<file path="src/countdown_timer_with_colon_blink_unit_defines.svh">
// Assertion macros for the countdown timer with colon blink.
// Included by the RTL files that carry assertions; needs nothing else.
// Under SYNTHESIS the macros expand to nothing.
`ifndef COUNTDOWN_TIMER_WITH_COLON_BLINK_UNIT_DEFINES_SVH
`define COUNTDOWN_TIMER_WITH_COLON_BLINK_UNIT_DEFINES_SVH
`ifndef SYNTHESIS
// Same-cycle implication, disabled during reset.
`define CTWCB_ASSERT_IMP(label, clk, rst, ante, cons) \
   label: assert property (@(posedge clk) disable iff (rst) (ante) |-> (cons)) \
      else $error("%m: implication check failed");
// Next-cycle implication, disabled during reset.
`define CTWCB_ASSERT_NXT(label, clk, rst, ante, cons) \
   label: assert property (@(posedge clk) disable iff (rst) (ante) |=> (cons)) \
      else $error("%m: next-cycle check failed");
`else
`define CTWCB_ASSERT_IMP(label, clk, rst, ante, cons)
`define CTWCB_ASSERT_NXT(label, clk, rst, ante, cons)
`endif
`endif

</file>
<file path="src/ctwcb_pkg.sv">
// Shared types and constants of the countdown timer with colon blink.
// Used by ctwcb_csr, ctwcb_core and the top level; depends on nothing.
package ctwcb_pkg;

   // Action codes of an input transaction. Code 3 does nothing.
   localparam logic [1:0] ACT_TICK   = 2'd0;
   localparam logic [1:0] ACT_ADJUST = 2'd1;
   localparam logic [1:0] ACT_CLEAR  = 2'd2;

   // Configuration register indexes.
   localparam logic [1:0] CSR_STEP        = 2'd0;
   localparam logic [1:0] CSR_MAX         = 2'd1;
   localparam logic [1:0] CSR_START_DELAY = 2'd2;
   localparam logic [1:0] CSR_BLINK_DELAY = 2'd3;

   // Configuration reset values.
   localparam logic [11:0] STEP_RESET        = 12'd60;
   localparam logic [15:0] MAX_RESET         = 16'd5999;
   localparam logic [15:0] START_DELAY_RESET = 16'd1000;
   localparam logic [15:0] BLINK_DELAY_RESET = 16'd1000;

   // Timing constants.
   localparam logic [31:0] SECOND_MS        = 32'd1000;
   localparam logic [8:0]  HALF_PERIOD_LAST = 9'd499;

   typedef struct packed {
      logic [11:0] step_seconds;
      logic [15:0] max_seconds;
      logic [15:0] start_delay_ms;
      logic [15:0] blink_delay_ms;
   } cfg_type;

   typedef struct packed {
      logic [15:0] seconds_left;
      logic        expired;
      logic        colon_on;
   } result_type;

endpackage

</file>
<file path="src/countdown_timer_with_colon_blink_unit.sv">
// Countdown timer with a blinking display colon, driven by transactions.
// Depends on ctwcb_pkg, ctwcb_csr, ctwcb_core and the assertion macro header.
//
// Each input transaction is a millisecond tick, an adjust of the count by
// direction times step_seconds (saturated to 0..max_seconds), or a clear of
// the count, and each produces exactly one result transaction carrying the
// seconds left, an expired flag and the colon state. A transaction is taken
// in a cycle in which req_ready is high: the timer state is updated at the
// accepting edge and the result is loaded into an output register at the
// same edge, so the sustained rate is one transaction per clock while
// rsp_ready stays high. The output register is the only buffering; a new
// transaction is taken whenever it is empty or is being drained in the same
// cycle. The colon is lit before the blink start and then alternates every
// 500 ticks; all time comparisons use signed 32-bit differences and so hold
// across wraparound of the millisecond clock. Configuration writes on the
// csr_ channel are always accepted and take effect for the next transaction;
// they are meant to be issued only while no transaction is outstanding.
`include "countdown_timer_with_colon_blink_unit_defines.svh"
module countdown_timer_with_colon_blink_unit (
   input  logic              clock,
   input  logic              reset,
   // Input transactions.
   input  logic              req_valid,
   output logic              req_ready,
   input  logic [1:0]        req_action,
   input  logic signed [3:0] req_direction,
   // Result transactions.
   output logic              rsp_valid,
   input  logic              rsp_ready,
   output logic [15:0]       rsp_seconds_left,
   output logic              rsp_expired,
   output logic              rsp_colon_on,
   // Configuration writes.
   input  logic              csr_valid,
   output logic              csr_ready,
   input  logic [1:0]        csr_index,
   input  logic [15:0]       csr_wdata
);
   import ctwcb_pkg::*;

   cfg_type    cfg;
   result_type result;
   result_type rsp_ff, rsp_in;
   logic       rsp_valid_ff, rsp_valid_in;
   logic       req_take;

   // The output register can take a new result when it is empty or when its
   // current result leaves in this cycle.
   assign req_ready = !rsp_valid_ff || rsp_ready;
   assign req_take  = req_valid && req_ready;
   assign csr_ready = 1'b1;

   ctwcb_csr u_csr (
      .clock    (clock),
      .reset    (reset),
      .wr_en    (csr_valid),
      .wr_index (csr_index),
      .wr_data  (csr_wdata),
      .cfg      (cfg)
   );

   ctwcb_core u_core (
      .clock     (clock),
      .reset     (reset),
      .step_en   (req_take),
      .action    (req_action),
      .direction (req_direction),
      .cfg       (cfg),
      .result    (result)
   );

   always_comb begin
      rsp_in       = rsp_ff;
      rsp_valid_in = rsp_valid_ff;
      if (req_take) begin
         rsp_in       = result;
         rsp_valid_in = 1'b1;
      end else if (rsp_ready) begin
         rsp_valid_in = 1'b0;
      end
   end

   always_ff @(posedge clock) begin
      if (reset) begin
         rsp_valid_ff <= 1'b0;
      end else begin
         rsp_valid_ff <= rsp_valid_in;
      end
   end

   // The result payload needs no reset; it is qualified by rsp_valid_ff.
   always_ff @(posedge clock) begin
      rsp_ff <= rsp_in;
   end

   assign rsp_valid        = rsp_valid_ff;
   assign rsp_seconds_left = rsp_ff.seconds_left;
   assign rsp_expired      = rsp_ff.expired;
   assign rsp_colon_on     = rsp_ff.colon_on;

   // A shown result flags expiry exactly when its count is zero.
   `CTWCB_ASSERT_IMP(a_expired_match, clock, reset, rsp_valid_ff, rsp_expired == (rsp_seconds_left == 16'd0))
   // Every accepted transaction leaves a result in the output register.
   `CTWCB_ASSERT_NXT(a_take_gives_rsp, clock, reset, req_take, rsp_valid_ff)
   // An adjust never leaves the count above the limit.
   `CTWCB_ASSERT_NXT(a_adjust_limit, clock, reset, req_take && (req_action == ACT_ADJUST), rsp_seconds_left <= $past(cfg.max_seconds))
   // A clear always reports an expired timer.
   `CTWCB_ASSERT_NXT(a_clear_expires, clock, reset, req_take && (req_action == ACT_CLEAR), rsp_expired && rsp_colon_on == $past(result.colon_on))

endmodule

</file>
<file path="src/ctwcb_csr.sv">
// Configuration registers of the countdown timer with colon blink.
// Depends on ctwcb_pkg for register indexes, reset values and cfg_type.
module ctwcb_csr (
   input  logic                 clock,
   input  logic                 reset,
   input  logic                 wr_en,
   input  logic [1:0]           wr_index,
   input  logic [15:0]          wr_data,
   output ctwcb_pkg::cfg_type   cfg
);
   import ctwcb_pkg::*;

   cfg_type cfg_ff;
   cfg_type cfg_in;

   always_comb begin
      cfg_in = cfg_ff;
      if (wr_en) begin
         unique case (wr_index)
            CSR_STEP:        cfg_in.step_seconds   = wr_data[11:0];
            CSR_MAX:         cfg_in.max_seconds    = wr_data;
            CSR_START_DELAY: cfg_in.start_delay_ms = wr_data;
            CSR_BLINK_DELAY: cfg_in.blink_delay_ms = wr_data;
            default:         cfg_in = cfg_ff;
         endcase
      end
   end

   always_ff @(posedge clock) begin
      if (reset) begin
         cfg_ff.step_seconds   <= STEP_RESET;
         cfg_ff.max_seconds    <= MAX_RESET;
         cfg_ff.start_delay_ms <= START_DELAY_RESET;
         cfg_ff.blink_delay_ms <= BLINK_DELAY_RESET;
      end else begin
         cfg_ff <= cfg_in;
      end
   end

   assign cfg = cfg_ff;

endmodule

</file>
<file path="src/ctwcb_core.sv">
// Timer state and per-transaction update of the countdown timer.
// Depends on ctwcb_pkg for action codes, timing constants and struct types.
module ctwcb_core (
   input  logic                  clock,
   input  logic                  reset,
   input  logic                  step_en,
   input  logic [1:0]            action,
   input  logic signed [3:0]     direction,
   input  ctwcb_pkg::cfg_type    cfg,
   output ctwcb_pkg::result_type result
);
   import ctwcb_pkg::*;

   // The blink phase is kept as the running difference clock - origin plus a
   // position within the current 500 ms half period and its parity, so no
   // division is needed to find the colon state.
   logic [31:0] clock_ff, clock_in;
   logic [31:0] next_dec_ff, next_dec_in;
   logic [31:0] blink_diff_ff, blink_diff_in;
   logic [8:0]  half_pos_ff, half_pos_in;
   logic        half_odd_ff, half_odd_in;
   logic [15:0] count_ff, count_in;

   logic [31:0]        clock_plus;
   logic [31:0]        dec_gap;
   logic               dec_hit;
   logic [31:0]        diff_plus;
   logic signed [16:0] delta;
   logic signed [17:0] sum;

   always_comb begin
      clock_plus  = clock_ff + 32'd1;
      dec_gap     = clock_plus - next_dec_ff;
      dec_hit     = (count_ff != 16'd0) && !dec_gap[31];
      diff_plus   = blink_diff_ff + 32'd1;
      delta       = direction * $signed({1'b0, cfg.step_seconds});
      sum         = $signed({2'b00, count_ff}) + $signed({delta[16], delta});

      clock_in      = clock_ff;
      next_dec_in   = next_dec_ff;
      blink_diff_in = blink_diff_ff;
      half_pos_in   = half_pos_ff;
      half_odd_in   = half_odd_ff;
      count_in      = count_ff;

      if (step_en) begin
         unique case (action)
            ACT_TICK: begin
               clock_in = clock_plus;
               if (dec_hit) begin
                  next_dec_in   = next_dec_ff + SECOND_MS;
                  count_in      = count_ff - 16'd1;
                  blink_diff_in = 32'd0;
                  half_pos_in   = 9'd0;
                  half_odd_in   = 1'b0;
               end else begin
                  blink_diff_in = diff_plus;
                  if (diff_plus == 32'd0) begin
                     half_pos_in = 9'd0;
                     half_odd_in = 1'b0;
                  end else if (!blink_diff_ff[31]) begin
                     if (half_pos_ff == HALF_PERIOD_LAST) begin
                        half_pos_in = 9'd0;
                        half_odd_in = !half_odd_ff;
                     end else begin
                        half_pos_in = half_pos_ff + 9'd1;
                     end
                  end
               end
            end
            ACT_ADJUST: begin
               if (sum < 18'sd0) begin
                  count_in = 16'd0;
               end else if (sum > $signed({2'b00, cfg.max_seconds})) begin
                  count_in = cfg.max_seconds;
               end else begin
                  count_in = sum[15:0];
               end
               if (count_in != 16'd0) begin
                  next_dec_in   = clock_ff + {16'd0, cfg.start_delay_ms};
                  blink_diff_in = 32'd0 - {16'd0, cfg.blink_delay_ms};
                  half_pos_in   = 9'd0;
                  half_odd_in   = 1'b0;
               end
            end
            ACT_CLEAR: begin
               count_in = 16'd0;
            end
            default: begin
               count_in = count_ff;
            end
         endcase
      end

      result.seconds_left = count_in;
      result.expired      = (count_in == 16'd0);
      result.colon_on     = blink_diff_in[31] || !half_odd_in;
   end

   always_ff @(posedge clock) begin
      if (reset) begin
         clock_ff      <= 32'd0;
         next_dec_ff   <= 32'd0;
         blink_diff_ff <= 32'd0;
         half_pos_ff   <= 9'd0;
         half_odd_ff   <= 1'b0;
         count_ff      <= 16'd0;
      end else begin
         clock_ff      <= clock_in;
         next_dec_ff   <= next_dec_in;
         blink_diff_ff <= blink_diff_in;
         half_pos_ff   <= half_pos_in;
         half_odd_ff   <= half_odd_in;
         count_ff      <= count_in;
      end
   end

endmodule
</file>
<file path="config.mk">
export PLATFORM = sky130hd
export DESIGN_NAME = countdown_timer_with_colon_blink_unit
export DESIGN_NICKNAME = d
export VERILOG_FILES = /design/src/ctwcb_pkg.sv /design/src/countdown_timer_with_colon_blink_unit.sv /design/src/ctwcb_csr.sv /design/src/ctwcb_core.sv
export VERILOG_INCLUDE_DIRS = /design/src /design/src/src
export SDC_FILE = /design/constraint.sdc
export NUM_CORES = 1
export LEC_CHECK = 0
export BUFFER_PORTS_ARGS = -buffer_cell sky130_fd_sc_hd__buf_2
export CORE_MARGIN = 4
export CORE_UTILIZATION = 23
export CTS_BUF_LIST = sky130_fd_sc_hd__clkbuf_16
export DETAILED_ROUTE_END_ITERATION = 10
export SYNTH_ARGS = -nofsm -noshare
export SYNTH_HDL_FRONTEND = slang
export SYNTH_HIERARCHICAL = 1
export SYNTH_SLANG_ARGS = --single-unit
</file>
<file path="constraint.sdc">
create_clock -name clock -period 9.1 [get_ports clock]
set_input_delay 1.82 -clock clock [delete_from_list [all_inputs] [get_ports clock]]
set_output_delay 1.82 -clock clock [all_outputs]
set_load 0.02 [all_outputs]
</file>
# After elaboration in Yosys (flattened, before gate mapping)
# Index checks and enable logic that the tools add are counted.
[op_classes]
n_mul = 1
muxes = 29
n_addsub = 9
eq_ne = 9
magnitude_cmp = 2
n_reduce_logical = 24
[op_table]
columns = ["operator", "count"]
rows = [
  ["$mux W32", 5],
  ["$pmux W32 S2", 2],
  ["$mux W16", 6],
  ["$add A32 B1 Y32 const B", 2],
  ["$pmux W16 S3", 1],
  ["$mux W9", 5],
  ["$add A32 B10 Y32 const B", 1],
  ["$add A32 B16 Y32", 1],
  ["$logic_not A32 Y1", 1],
  ["$reduce_bool A16 Y1", 2],
  ["$sub A32 B32 Y32", 1],
  ["$add A17 B17 Y18", 1],
  ["$gt A18 B17 Y1", 1],
  ["$lt A18 B1 Y1 const B", 1],
  ["$pmux W9 S2", 1],
  ["$mul A4 B13 Y17", 1],
  ["$sub A1 B16 Y17 const A", 1],
  ["$logic_not A16 Y1", 1],
  ["$sub A16 B1 Y16 const B", 1],
  ["$reduce_and A2 Y1", 5],
  ["$add A9 B1 Y9 const B", 1],
  ["$eq A9 B9 Y1 const B", 1],
  ["$mux W1", 8],
  ["$reduce_and A4 Y1", 2],
  ["11 further kinds", 22],
]
[word_totals]
inputBits = 29
word_cells = 89
regBits = 201
out_inout_bits = 21

# Logic depth before layout (Yosys ltp)
# Gate-level depths: netlist (run 1).
[depth]
ltp_word = 13
mapped_depth = 28
ltp_nobuf = 25

# Cells and area by module
# The synthesis (run 1) kept the hierarchy.
[by_module_without_submodules]
columns = ["mod", "instances", "area_each_um2", "seq_area_each_um2", "cells_per_inst"]
rows = [
  ["ctwcb_core", 1, 12563.3, 2442.3, 1687],
  ["ctwcb_csr", 1, 2394.8, 1201.2, 228],
  ["countdown_timer_with_colon_blink_unit", 1, 606.8, 560.5, 25],
]

# Worst setup path before layout (run 1)
# No wires, ideal clock.
[synth_path]
path_type = "input port to flip-flop"
startpoint = "input req_direction[2]"
endpoint = "register rsp_ff, in the netlist rsp_expired (data pin)"
required_time_ns = 8.930
stages = 24
t_arrival_ns = 7.628
setup_slack_ns = 1.302
n_path_buf = 2
setup_time_ns = 0.170
path_cell_list = "clkbuf_1 > nand2_1 > fa_1 > fa_1 > fa_1 > inv_1 > fa_1 > a211oi_1 > o21ai_1 > and3_1 > o311ai_0 > ha_1 > a211o_1 > o211ai_1 > a21oi_1 > nor4_1 > o22ai_1 > buf_2 > mux2i_1 > nor2_1 > nor3b_1 > nand4_1 > or4_1 > nor4_2"
[synth_lines]
columns = ["element", "line_no", "source"]
rows = [
  ["start, declared", "countdown_timer_with_colon_blink_unit.sv:26", "input logic signed [3:0] req_direction,"],
  ["end signal, assigned", "countdown_timer_with_colon_blink_unit.sv:93", "rsp_ff <= rsp_in;"],
  ["end, declared", "countdown_timer_with_colon_blink_unit.sv:43", "result_type rsp_ff, rsp_in;"],
]

# Final worst setup path (run 1)
[layout_path]
startpoint = "input req_direction[3]"
endpoint = "register u_core.half_pos_ff[0]"
[layout_between]
elab_chain_cells = 10
word_cells_on_any_way = 11
classes_between = "add/sub: 1; mul: 1; order compare: 2; eq/ne: 1; mux: 4; reduce/logical: 2"
[layout_lines]
columns = ["element", "line_no", "source"]
rows = [
  ["$mul A4 B13 Y17 *", "ctwcb_core.sv:36", "delta = direction * $signed({1'b0, cfg.step_seconds});"],
  ["$add A17 B17 Y18 *", "ctwcb_core.sv:37", "sum = $signed({2'b00, count_ff}) + $signed({delta[16], delta});"],
  ["$gt A18 B17 Y1", "ctwcb_core.sv:74", "end else if (sum > $signed({2'b00, cfg.max_seconds})) begin"],
  ["$mux W16", "ctwcb_core.sv:74", ""],
  ["$mux W16 *", "ctwcb_core.sv:72", "if (sum < 18'sd0) begin"],
  ["$mux W16 *", "ctwcb_core.sv:47", "unique case (action)"],
  ["$mux W16 *", "ctwcb_core.sv:46", "if (step_en) begin"],
  ["$reduce_bool A16 Y1 *", "ctwcb_core.sv:79", "if (count_in != 16'd0) begin"],
  ["$ne A2 B1 Y1 (no source line) *", "n/a", ""],
  ["$reduce_and A4 Y1 (no source line) *", "n/a", ""],
  ["end signal, assigned", "ctwcb_core.sv:112", "half_pos_ff <= half_pos_in;"],
  ["end, declared", "ctwcb_core.sv:20", "logic [8:0] half_pos_ff, half_pos_in;"],
]
# Mark *: on every way between the ends. The rest lies on a longest branch, timed or not. The select of a mux whose other input is x is not followed.
# A chain may end at the register's enable or synchronous reset.

==> flow_summary.json, run 1 <==
{
  "status": "complete, no violations",
  "gr-usage-all-layers_pct": 11.7,
  "drt_iter0_markers": 816,
  "grt_pass1_wl_mm": 69.2,
  "dp.cells": 2782,
  "dr_total_vias": 13500,
  "post_drt_wl_per_cell_um": 15.2,
  "die_y_um": 268,
  "setup_violations": 0,
  "root_buffer": "clkbuf_16",
  "cts_buffers": 25,
  "critPathMaxFanout": 15,
  "fmax_ghz": 0.121,
  "synth_edf_count": 18,
  "critPathCaptureType": "flip-flop",
  "synth-main-ff-cell": "dfxtp_1",
  "totalWireLength_mm": 43.1,
  "path_class": "input port to flip-flop",
  "yosysUniqueCellTypes": 91,
  "drive_gt1_share_pct": 7.63,
  "final_common_cell": "nor2_1",
  "tightest_slew_ps": 1180,
  "place_area_sq_um": 16600,
  "start_util_pct": 23.2,
  "grt-ovfl-total": 0,
  "antenna_cells": 0,
  "port_buffers": 48,
  "cts_buffer_depth": 3,
  "hold_ws_ps": 483,
  "hold_violations": 0,
  "grt_pass1_vias": 12600,
  "dieArea_sq_um": 71900,
  "synth_cells": 1940,
  "cts_setup_buffers": 0,
  "cts_tree": "done",
  "pwr_density_cell_nw_per_um2": 147,
  "ir_drop_mv": 0.146,
  "fin_tns_setup_ps": 0,
  "syn_nets": 2109,
  "antenna_found_initial": 4,
  "finClkSkew_ps": 13.0,
  "finalCritPeriodShare_pct": 90.9,
  "syn_area_sq_um": 15600,
  "clock_sinks": 201,
  "dp_hpwl_mm": 32.0,
  "worstPathRequired_ps": 9570,
  "async_flop_share_pct": 0,
  "rsz0062_at_grt": "no",
  "clk_pin_slew_worst_paths_ps": 60,
  "cap_violations": 0,
  "area_delta_synth_final_pct": 11.9,
  "num_rows": 95,
  "final_cell_mix": "189 x nor2_1, 183 x dfxtp_1, 159 x inv_1",
  "htreeDepth": 1,
  "synth_warnings": 6,
  "syn_area_per_cell_sq_um": 8.02,
  "p_leak_nw": 7.16,
  "synth-seq-cells": 201,
  "first_pass_iters": 5,
  "io_pins": 50,
  "cp.arrival_ps": 8740,
  "ys_seq_area_share_pct": 27.0,
  "viasPerCell": 4.78,
  "start_kind": "input port",
  "stdcell_area_sq_um": 17400,
  "relSlewSlack_pct": 20.8,
  "ant_nets": 0,
  "instances_no_fill": 2826,
  "drc": 0,
  "cts_resized": 0,
  "gp_congestion": 0.871,
  "coreArea_sq_um": 67200,
  "clk-insertion-delay-late_ps": 550,
  "min_period_ps": 8270,
  "hp-class": "flip-flop to flip-flop",
  "layout.nets": 2105,
  "grt_max_degree": 170,
  "postCtsHoldBufs": 0,
  "fp.dieW_um": 268,
  "maxSlewViolCount": 0
}
-- sequential cells by signal (all words and copies together) (netlist names) --
signal / cells
rsp_seconds_left: 16
u_csr/cfg: 60
u_core/next_dec_ff: 32
rsp_colon_on: 1
u_core/count_ff: 16
u_core/half_odd_ff: 1
u_core/half_pos_ff: 9
rsp_valid: 1
rsp_expired: 1
u_core/clock_ff: 32
u_core/blink_diff_ff: 32
-- worst max-delay path, cell delays in order --
cell	delay [ps]
buf_2	250
nand2b_1	120
fa_1	510
fa_1	520
fa_1	540
inv_1	60
fa_1	470
a211oi_1	340
o21ai_1	220
and3_1	250
o311ai_0	620
ha_1	370
o211ai_1	180
a21oi_1	110
nor4_1	340
o22ai_2	220
nand4b_1	260
nand3_1	260
o21a_1	560
a31oi_4	150
or3b_2	510
o31ai_2	70
-- synthesized netlist by cell type, drive strengths merged, types with 7 or more instances --
library cell / n / area share, %
and3: 22 / 0.88
xnor2: 57 / 3.2
a21boi: 7 / 0.34
o21ai: 87 / 2.8
mux2i: 74 / 4.8
nand2b: 65 / 2.7
nor4: 23 / 1.2
nand4: 40 / 1.8
and2: 52 / 2.1
a21oi: 102 / 3.3
edfxtp: 18 / 3.5
clkbuf: 68 / 1.6
a221oi: 9 / 0.55
or2: 9 / 0.36
nor2b: 23 / 0.92
a22oi: 17 / 0.82
and4: 15 / 0.84
xor2: 58 / 3.3
or4: 11 / 0.58
nand2: 156 / 3.8
nor3: 41 / 1.3
o32ai: 17 / 1.0
o31ai: 14 / 0.71
o22ai: 11 / 0.44
inv: 156 / 3.8
ha: 104 / 8.4
o21a: 12 / 0.58
a21o: 19 / 0.92
nand3: 67 / 2.3
a31oi: 26 / 1.1
dfxtp: 183 / 24
or3: 34 / 1.4
a211oi: 21 / 1.1
fa: 36 / 4.6
nor2: 192 / 4.7
buf: 28 / 1.2
-- metrics by stage --
step	setup WS (ps)	util, %	power, mW
final	827	25.9	2.55
after global routing	411	25.9	2.70
after CTS	848	25.9	2.58
after detailed placement	256	24.8	1.60
after global placement	486	24.8	1.60
after floorplan	1300	-	1.44
-- cell families after synthesis --
family / share of synthesized area [%]
AOI/OAI and AO/OA: 16.5
xor gates and xnor gates: 6.47
adders and majority gates: 13.0
buffers and inverters: 6.58
DFF: 27.0
muxes: 4.76
other: 0.0241
and+or+nand+nor: 25.6
-- power by group --
group	internal (mW)	total, mW	switching [mW]
Sequential	0.925	0.957	0.0322
Clock	0.546	0.966	0.420
Combinational	0.237	0.630	0.392
-- path summary, 6_finish.rpt --
kind / slack [ps] / endpoint / cells after the start / startpoint
worst min register to register: 480 / u_core/next_dec_ff[1] / 2 / u_core/next_dec_ff[1]
worst max-delay path: 830 / u_core/half_pos_ff[0] / 22 / req_direction[3]
worst max register to register: 1310 / rsp_expired / 22 / u_core/clock_ff[1]
worst min-delay path: 480 / u_core/next_dec_ff[1] / 2 / u_core/next_dec_ff[1]
-- metal layers --
metal | global-route usage, % | vias up | part of all wire [%]
met3 | 1.74 | 64 | 4.7
met4 | 3.05 | 6 | 2.4
met5 | 0 | - | 0.079
met2 | 18.5 | 281 | 44
li1 | - | 6834 | -
met1 | 16.8 | 6337 | 49
-- layout make-up --
class                           count  area [sq um]
Clock buffer                       26           651
Clock inverter                     18           124
Fill cell                        7176         49700
Inverter                          156           586
Multi-Input combinational cell   1487         10400
Sequential cell                   201          4200
Tap cell                          873          1090
Timing Repair Buffer               65           399
(Power assumes the default switching activity.)
==> inputs of run 2 (changes only) <==
--- a/config.mk
+++ b/config.mk
@@ -6,7 +6,7 @@
 export SDC_FILE = /design/constraint.sdc
 export NUM_CORES = 1
 export LEC_CHECK = 0
-export BUFFER_PORTS_ARGS = -buffer_cell sky130_fd_sc_hd__buf_2
+export BUFFER_PORTS_ARGS = -buffer_cell sky130_fd_sc_hd__buf_4
 export CORE_MARGIN = 4
 export CORE_UTILIZATION = 23
 export CTS_BUF_LIST = sky130_fd_sc_hd__clkbuf_16
==> run 2 against run 1 <==
First-iteration DRC count shrank 11%. Design area rose by 0.96%. Worst hold slack lost 2.4 ps. Global-route usage hardly changed. Sequential share of layout area is 0.23 points lower. Register-to-register slack about the same. Largest cell class unchanged. Critical endpoint unchanged. Final cell count about the same. Clock skew is 15 ps higher. Total power rose by 1.7%. Flip-flop and latch count stayed put. Die area is the same. Worst setup slack improved by 69 ps.
==> flow_summary.json, run 2 (synthesized netlist as in run 1, its figures left out) <==
{
  "gp_congestion": 0.879,
  "grt-ovfl-total": 0,
  "cts_buffer_depth": 3,
  "finalCritPeriodShare_pct": 90.2,
  "drc": 0,
  "hold_ws_ps": 481,
  "cts_resized": 0,
  "grt_pass1_vias": 12800,
  "fmax_ghz": 0.122,
  "postCtsHoldBufs": 0,
  "area_delta_synth_final_pct": 13.0,
  "root_buffer": "clkbuf_16",
  "worstPathRequired_ps": 9550,
  "start_kind": "input port",
  "seq_area_sq_um": 4200,
  "num_rows": 95,
  "tightest_slew_ps": 1150,
  "relSlewSlack_pct": 23.1,
  "port_buffers": 48,
  "cp.arrival_ps": 8660,
  "ff2ff_setup_slack_ps": 1310,
  "fin_tns_setup_ps": 0,
  "fillers": 7271,
  "cts_tree": "done",
  "antenna_found_initial": 0,
  "io_pins": 50,
  "hp-class": "flip-flop to flip-flop",
  "critPathCaptureType": "flip-flop",
  "drive_gt1_share_pct": 7.73,
  "clk-insertion-delay-late_ps": 560,
  "dp_hpwl_mm": 32.0,
  "htreeDepth": 1,
  "ant_nets": 0,
  "min_period_ps": 8200,
  "start_util_pct": 23.2,
  "path_class": "input port to flip-flop",
  "maxSlewViolCount": 0,
  "totalWireLength_mm": 43.3,
  "gr-usage-all-layers_pct": 11.7,
  "cap_violations": 0,
  "finClkSkew_ps": 28.2,
  "hold_violations": 0,
  "critPathMaxFanout": 15,
  "first_pass_iters": 5,
  "coreArea_sq_um": 67200,
  "fp.dieW_um": 268,
  "pwr_density_cell_nw_per_um2": 148,
  "layout.nets": 2106,
  "antenna_cells": 0,
  "cts_buffers": 26,
  "dr_total_vias": 13500,
  "grt_max_degree": 196,
  "final_cell_mix": "189 x nor2_1, 183 x dfxtp_1, 159 x inv_1",
  "p_leak_nw": 7.22,
  "clk_pin_slew_worst_paths_ps": 60,
  "status": "complete, no violations",
  "clock_sinks": 201,
  "post_drt_wl_per_cell_um": 15.3,
  "setup_violations": 0,
  "largest_reg_flops": 60,
  "grt_pass1_wl_mm": 69.1,
  "ir_drop_mv": 0.118,
  "drt_iter0_markers": 723,
  "multi_input_area_sq_um": 10400,
  "viasPerCell": 4.78,
  "dieArea_sq_um": 71900,
  "die_y_um": 268,
  "rsz0062_at_grt": "no",
  "cts_setup_buffers": 0,
  "final_common_cell": "nor2_1"
}
run 2: cell count changes in the layout (fill, tap and decap cells not counted):
cell / previous run / this run
buf_2: 47 / 0
buf_4: 15 / 62
inv_6: 3 / 0
clkinv_2: 4 / 6
bufinv_16: 1 / 2
clkbuf_16: 26 / 27
clkinv_1: 5 / 4
clkinv_4: 2 / 1
clkinv_8: 0 / 1
clkinvlp_4: 0 / 1
run 2: path summary, 6_finish.rpt:
| path | cells past startpoint | end | from |
|---|---|---|---|
| max reg2reg | 22 | rsp_expired | u_core/clock_ff[1] |
| min | 2 | u_csr/cfg[18] | u_csr/cfg[18] |
| max | 22 | u_core/half_pos_ff[0] | req_direction[3] |
| min reg2reg | 2 | u_csr/cfg[18] | u_csr/cfg[18] |
run 2: report_power, final:
group | switching [mW] | leakage [nW] | internal [mW]
Combinational | 0.393 | 5.14 | 0.244
Clock | 0.409 | 0.418 | 0.591
Sequential | 0.0331 | 1.66 | 0.926
Total | 0.835 | 7.22 | 1.76
run 2: through the flow:
stage / setup WS (ps) / total power, mW / cells / utilization (%) / cell area (sq um)
2_1_floorplan: 1300 / 1.44 / 1940 / - / 15600
3_3_place_gp: 534 / 1.61 / 2782 / 25.0 / 16800
3_5_place_dp: 324 / 1.61 / 2782 / 25.0 / 16800
4_1_cts: 934 / 2.63 / 2827 / 26.2 / 17600
5_1_grt: 346 / 2.74 / 2827 / 26.2 / 17600
6_report: 895 / 2.60 / 2827 / 26.2 / 17600
run 2: area by class of cell:
class	count	area share (%)
clock buffer	27	3.84
clock inverter	18	0.847
inverter	156	3.33
multi-input combinational	1487	58.9
sequential	201	23.9
tap	873	6.21
timing repair buffer	65	2.94
run 2: worst max-delay path, cell delays in order:
cell,delay [ps]
buf_4,170
nand2b_1,110
fa_1,510
fa_1,520
fa_1,550
inv_1,70
fa_1,470
a211oi_1,380
o21ai_1,230
and3_1,250
o311ai_0,620
ha_1,380
o211ai_1,170
a21oi_1,110
nor4_1,310
o22ai_2,220
nand4b_1,250
nand3_1,240
o21a_1,550
a31oi_4,150
or3b_2,490
o31ai_2,70
run 2: per-layer routing:
metal	share of wire [%]	wire, um	track usage (%)	vias up
li1	-	-	-	6826
met1	49	21400	16.5	6348
met2	43	18800	18.3	268
met3	4.1	1770	1.74	67
met4	3.0	1320	4.08	0
met5	0	0	0	-
